[src/hdl/tsb_pkg.sv]
// ----------------------------------------------------------------------------
// tsb_pkg: shared types and constants of the texture sampler
// Beat layouts, register indexes, wrap codes and the sRGB decode table.
// ----------------------------------------------------------------------------
package tsb_pkg;

  localparam int CFG_IDX_W  = 3;
  localparam int CFG_DATA_W = 13;
  localparam int SIZE_W     = 13;

  localparam logic [CFG_IDX_W-1:0] REG_TEX_WIDTH    = 3'd0;
  localparam logic [CFG_IDX_W-1:0] REG_TEX_HEIGHT   = 3'd1;
  localparam logic [CFG_IDX_W-1:0] REG_PIXEL_FORMAT = 3'd2;
  localparam logic [CFG_IDX_W-1:0] REG_WRAP_U       = 3'd3;
  localparam logic [CFG_IDX_W-1:0] REG_WRAP_V       = 3'd4;
  localparam logic [CFG_IDX_W-1:0] REG_FILTER       = 3'd5;

  localparam logic [1:0] WRAP_REPEAT = 2'd0;
  localparam logic [1:0] WRAP_CLAMP  = 2'd1;
  localparam logic [1:0] WRAP_MIRROR = 2'd2;

  localparam logic ACT_WRITE  = 1'b0;
  localparam logic ACT_SAMPLE = 1'b1;

  localparam logic FMT_UNORM = 1'b0;
  localparam logic FMT_SRGB  = 1'b1;

  localparam logic [63:0] Q31_ONE  = 64'h8000_0000;
  localparam logic [63:0] Q31_HALF = 64'h4000_0000;

  typedef struct packed {
    logic               action;
    logic [11:0]        texel_addr;
    logic [31:0]        texel_rgba;
    logic signed [31:0] coord_u;
    logic signed [31:0] coord_v;
  } in_item_t;

  typedef struct packed {
    logic [15:0] red;
    logic [15:0] green;
    logic [15:0] blue;
    logic [15:0] alpha;
  } out_item_t;

  typedef logic [15:0] srgb_lut_t [256];

  function automatic logic [63:0] qmul(input logic [63:0] a, input logic [63:0] b);
    return (a * b + Q31_HALF) >> 31;
  endfunction

  function automatic logic [63:0] qpow5(input logic [63:0] y);
    logic [63:0] y2;
    y2 = qmul(y, y);
    return qmul(qmul(y2, y2), y);
  endfunction

  // Evaluated at elaboration only: a^2.4 as a^2 times the fifth root of a^2.
  function automatic srgb_lut_t srgb_build();
    srgb_lut_t   lut;
    logic [63:0] c;
    logic [63:0] a;
    logic [63:0] a2;
    logic [63:0] lo;
    logic [63:0] hi;
    logic [63:0] mid;
    logic [63:0] x;
    for (int i = 0; i < 256; i++) begin
      c = 64'(i);
      if (i <= 10) begin
        lut[i] = 16'((c * 64'd6553500 + 64'd164730) / 64'd329460);
      end else begin
        a  = (((64'd1000 * c + 64'd14025) << 31) + 64'd134512) / 64'd269025;
        a2 = qmul(a, a);
        lo = 64'd0;
        hi = Q31_ONE;
        while (lo < hi) begin
          mid = lo + ((hi - lo + 64'd1) >> 1);
          if (qpow5(mid) <= a2) begin
            lo = mid;
          end else begin
            hi = mid - 64'd1;
          end
        end
        x = qmul(a2, lo);
        lut[i] = 16'((x * 64'd65535 + Q31_HALF) >> 31);
      end
    end
    return lut;
  endfunction

  localparam srgb_lut_t SRGB_LUT = srgb_build();

  function automatic logic [15:0] decode_ch(input logic [7:0] b, input logic srgb);
    return srgb ? SRGB_LUT[b] : {b, b};
  endfunction

endpackage

[src/hdl/tsb_wrap.sv]
// ----------------------------------------------------------------------------
// tsb_wrap: per-axis coordinate pipeline
// Scales one coordinate by the texture size, splits it into texel index and
// blend weight, and wraps the two neighbor indexes (eight stages).
// ----------------------------------------------------------------------------
module tsb_wrap #(
  parameter int W = 16
) (
  input  logic                         clk,
  input  logic [7:0]                   en,
  input  logic signed [31:0]           coord,
  input  logic [tsb_pkg::SIZE_W-1:0]   size,
  input  logic [1:0]                   mode,
  input  logic                         lin,
  output logic [tsb_pkg::SIZE_W-1:0]   idx_a,
  output logic [tsb_pkg::SIZE_W-1:0]   idx_b,
  output logic [W-1:0]                 frac
);
  import tsb_pkg::*;

  // Remainder by the wrap period, 8 restoring steps per stage.
  function automatic logic [45:0] mod_step8(input logic [13:0] r_in, input logic [31:0] q_in,
                                            input logic [13:0] p);
    logic [14:0] tmp;
    logic [13:0] r;
    logic [31:0] q;
    r = r_in;
    q = q_in;
    for (int k = 0; k < 8; k++) begin
      tmp = {r, q[31]};
      q   = {q[30:0], 1'b0};
      if (tmp >= {1'b0, p}) begin
        tmp = tmp - {1'b0, p};
      end
      r = tmp[13:0];
    end
    return {r, q};
  endfunction

  logic [13:0] per;
  assign per = (mode == WRAP_MIRROR) ? {size, 1'b0} : {1'b0, size};

  // Stage 1: scale.
  logic signed [45:0] prod_r;
  always_ff @(posedge clk) begin
    if (en[0]) begin
      prod_r <= coord * $signed({1'b0, size});
    end
  end

  // Stage 2: half-texel offset in linear mode, floor, fraction, magnitude.
  logic signed [45:0] f_nxt;
  logic signed [29:0] x0_nxt;
  logic [29:0]        mag_nxt;
  always_comb begin
    f_nxt   = prod_r - (lin ? 46'sd32768 : 46'sd0);
    x0_nxt  = f_nxt[45:16];
    mag_nxt = f_nxt[45] ? 30'(-x0_nxt) : 30'(x0_nxt);
  end

  logic [13:0]        rem_r [5];
  logic [31:0]        quo_r [5];
  logic signed [29:0] x0_r  [5];
  logic               neg_r [5];
  logic [W-1:0]       t_r   [5];

  always_ff @(posedge clk) begin
    if (en[1]) begin
      rem_r[0] <= 14'd0;
      quo_r[0] <= {2'b00, mag_nxt};
      x0_r[0]  <= x0_nxt;
      neg_r[0] <= f_nxt[45];
      t_r[0]   <= f_nxt[15:16-W];
    end
  end

  // Stages 3 to 6: remainder of the magnitude by the period.
  for (genvar g = 1; g < 5; g++) begin : g_mod
    always_ff @(posedge clk) begin
      if (en[g+1]) begin
        {rem_r[g], quo_r[g]} <= mod_step8(rem_r[g-1], quo_r[g-1], per);
        x0_r[g]  <= x0_r[g-1];
        neg_r[g] <= neg_r[g-1];
        t_r[g]   <= t_r[g-1];
      end
    end
  end

  // Stage 7: signed remainder for both neighbors.
  logic [13:0]        m0_nxt;
  logic [13:0]        m1_nxt;
  logic [13:0]        m0_r;
  logic [13:0]        m1_r;
  logic signed [29:0] x0s_r;
  logic signed [29:0] x1s_r;
  logic [W-1:0]       t7_r;

  always_comb begin
    m0_nxt = (neg_r[4] && rem_r[4] != 14'd0) ? per - rem_r[4] : rem_r[4];
    m1_nxt = (m0_nxt == per - 14'd1) ? 14'd0 : m0_nxt + 14'd1;
  end

  always_ff @(posedge clk) begin
    if (en[6]) begin
      m0_r  <= m0_nxt;
      m1_r  <= m1_nxt;
      x0s_r <= x0_r[4];
      x1s_r <= x0_r[4] + 30'sd1;
      t7_r  <= t_r[4];
    end
  end

  // Stage 8: apply the wrap mode.
  function automatic logic [SIZE_W-1:0] clampi(input logic signed [29:0] x,
                                               input logic [SIZE_W-1:0] sz);
    if (x < 30'sd0) begin
      return '0;
    end else if (x >= $signed({17'd0, sz})) begin
      return sz - 13'd1;
    end
    return x[SIZE_W-1:0];
  endfunction

  function automatic logic [SIZE_W-1:0] fold(input logic [13:0] m, input logic [13:0] p,
                                             input logic [SIZE_W-1:0] sz);
    logic [13:0] r;
    r = (m < {1'b0, sz}) ? m : p - 14'd1 - m;
    return r[SIZE_W-1:0];
  endfunction

  logic [SIZE_W-1:0] a_nxt;
  logic [SIZE_W-1:0] b_nxt;
  logic [SIZE_W-1:0] a_r;
  logic [SIZE_W-1:0] b_r;
  logic [W-1:0]      t8_r;

  always_comb begin
    unique case (mode)
      WRAP_CLAMP: begin
        a_nxt = clampi(x0s_r, size);
        b_nxt = clampi(x1s_r, size);
      end
      WRAP_MIRROR: begin
        a_nxt = fold(m0_r, per, size);
        b_nxt = fold(m1_r, per, size);
      end
      default: begin
        a_nxt = m0_r[SIZE_W-1:0];
        b_nxt = m1_r[SIZE_W-1:0];
      end
    endcase
  end

  always_ff @(posedge clk) begin
    if (en[7]) begin
      a_r  <= a_nxt;
      b_r  <= b_nxt;
      t8_r <= t7_r;
    end
  end

  assign idx_a = a_r;
  assign idx_b = b_r;
  assign frac  = t8_r;

endmodule

[config.mk]
export PLATFORM = sky130hd
export DESIGN_NAME = tsb_wrap
export DESIGN_NICKNAME = d
export VERILOG_FILES = /design/src/hdl/tsb_pkg.sv /design/src/hdl/tsb_wrap.sv
export SDC_FILE = /design/constraint.sdc
export NUM_CORES = 2
export LEC_CHECK = 0
export BUFFER_PORTS_ARGS = -buffer_cell sky130_fd_sc_hd__buf_4
export CORE_MARGIN = 5
export CORE_UTILIZATION = 45
export CTS_BUF_LIST = sky130_fd_sc_hd__clkbuf_8
export CTS_CLUSTER_DIAMETER = 150
export DETAILED_ROUTE_END_ITERATION = 12
export PLACE_DENSITY = 0.66
export SLEW_MARGIN = 20
export SYNTH_ARGS = -nofsm -noshare
export SYNTH_HDL_FRONTEND = slang
export SYNTH_SLANG_ARGS = --single-unit
[constraint.sdc]
create_clock -name clk -period 31.3 [get_ports clk]
set_input_delay 4.695 -clock clk [delete_from_list [all_inputs] [get_ports clk]]
set_output_delay 4.695 -clock clk [all_outputs]
set_load 0.005 [all_outputs]
==> qor.csv <==
metric,value,unit
status,finished clean,
Reg2Reg Depth,76,
WL per Instance,21.6,um
syn avg cell area,9.03,sq um
total global routing overflow,0,
DR vias,58100,
critical path capture point type,flop,
vias per cell,6.01,
DRC,0,
number of global-route vias before repair,57000,
hold crit path type,reg -> reg,
area occupied by multi-input gates,0.0484,sq mm
setup TNS,0,ps
max incr delay on CP,870,ps
# hold bufs at CTS,0,
Highest Signal Layer,met4,
RSZ-0062 raised after global routing,no,
GRT Total Usage,0.251,
Die Height,401,um
WP data arrival,28550,ps
CTS max path bufs,3,
max-slew violation count,0,
post-CTS setup buffer count,0,
met2 routed WL,94700,um
Final Hold Viols,0,
hold path start,prod_r[2],
Critical Path End,rem_r[7],
Placer Congestion,0.948,
initial core utilization,0.453,
met3 wire length,15100,um
hpwl dp,158000,um
"Reg clk slew, reported paths",70,ps
Die X,401,um
IO buf count,98,
sequential cell area,0.0166,sq mm
M1 WL,90500,um
R2R setup slack,8250,ps
1st-pass router iterations,6,
post-synth top area cell,edfxtp_1,
register bit total from synthesis,552,
top cell type's share of synthesized area,0.241,
Slowest cell on crit path,nor2_1,
worst skew pair latency,780,ps
Async SR Flop Fraction,0,
Synth area leaders,"edfxtp_1 24%, fa_1 11%, ha_1 9.3%",
sequential share of the synthesized area,0.241,
Fmax,35.6,MHz
Die Area,0.161,sq mm
post-layout net count,8512,
startpoint type of the worst setup path,primary input,
Synth Flop Type,edfxtp_1,
number of flops mapped to enable cells by yosys,552,
Clock H-tree levels,3,
origin of the critical flop-to-flop path,rem_r[14],
share of layout cells above drive strength 1,0.0766,
Worst R2R End,rem_r[7],
hold depth,0,
io pins,99,
Root Driver,clkbuf_8,
utilization after layout,0.482,
fillers,14200,
total core area,0.152,sq mm
post-synth cell types,137,
Crit. Startpoint,mode[0],
Post-synth top cells,"708 x nand2_1, 680 x inv_1, 552 x edfxtp_1, 525 x xnor2_1, 511 x ha_1",
worst-margin pin slew,1120,ps
Tmin final,28050,ps
# resized after CTS,0,
Yosys Warn Count,0,
CTS tree,built,
Critical Path Fanout Max,48,
first-pass GRT wire length,325000,um
Final Setup Violations,0,
"wirelength, routed",209000,um
# rows,143,
total clock sinks,552,
cell mode on critical path,ha_1,
max-cap violation count,0,
relative slew slack,0.248,
Inserted Clock Buffers,91,
most numerous cell in the Yosys netlist,nand2_1,
P&R area growth vs syn,6.35,%
largest net degree at the start of global routing,108,
initial antenna violation count,7,
remaining antenna violation count after routing,0,
Mapped Cells,7616,
crit share post-route,0.896,
worst path required time,31790,ps
critical path class,in -> reg,
DR iter-0 viols,4760,
clk_skew,54.1,ps
Synth Cell Area,0.0688,sq mm
## how the worst min path moves through the flow
stage / end / slack, ps
6_report: t_r[0][2] / 390
5_1_grt: x0_r[0][67] / 390
4_1_cts: x0_r[0][67] / 390
3_5_place_dp: quo_r[119] / 400
3_3_place_gp: t_r[3][1] / 400
2_1_floorplan: frac[0] / 400
## cell type report
type | instances | share of cell area
multi-input cells | 6056 | 0.661
flip-flops and latches | 552 | 0.227
inverters | 688 | 0.0354
well taps | 2030 | 0.0347
repair buffers | 171 | 0.0179
clock buffers | 91 | 0.0171
clock inverters | 71 | 0.00683
diodes | 3 | 0.000103
## critical path: cells and delay by family
family	cells	cell delay, ps
AOI/OAI and AO/OA	32	9190
xor gates and xnor gates	3	420
adders and majority gates	11	4550
buffers and inverters	5	930
muxes	3	1470
and+or+nand+nor	24	7190
## metal layers
metal / up-vias / track usage
met2: 2177 / 0.407
met1: 28300 / 0.342
met5: - / 0
met3: 413 / 0.0362
met4: 0 / 0.0950
li1: 27200 / -
## through the flow
step | cells | setup slack [ps] | hold slack (ps) | instance area, sq um
after floorplan | 7619 | 5140 | 400 | 68800
after global placement | 9497 | 3520 | 400 | 71400
after detailed placement | 9497 | 3050 | 405 | 71400
after CTS | 9659 | 3810 | 392 | 73100
after global routing | 9660 | 1740 | 386 | 73100
final | 9662 | 3250 | 386 | 73100
## flip-flops by register name, summed over array words and instances, names as in the netlist, 14 cells and up
signal and count:
frac 16, m0_r 14, m1_r 14, prod_r 46
quo_r 78, rem_r 56, t7_r 16, t_r 80
x0_r 146, x0s_r 30, x1s_r 30
## cell families after synthesis
group | synth area share
and+or+nand+nor | 0.166
AOI/OAI and AO/OA | 0.193
buffers and inverters | 0.0577
adders and majority gates | 0.218
xor gates and xnor gates | 0.0955
DFF | 0.241
muxes | 0.0286
other | 0.0000545
## cell usage in the layout (no fill, tap or decap), drive strengths merged, types with 175 or more instances in the layout
| cell | count |
|---|---|
| fa | 384 |
| and2 | 295 |
| xnor2 | 529 |
| a21oi | 462 |
| xor2 | 177 |
| o21ai | 317 |
| inv | 710 |
| nand2 | 709 |
| ha | 511 |
| nor2 | 466 |
| a21o | 175 |
| edfxtp | 552 |
Power is not shown: default switching activity piles up to over one toggle a cycle in this logic, so the estimate is an artifact.
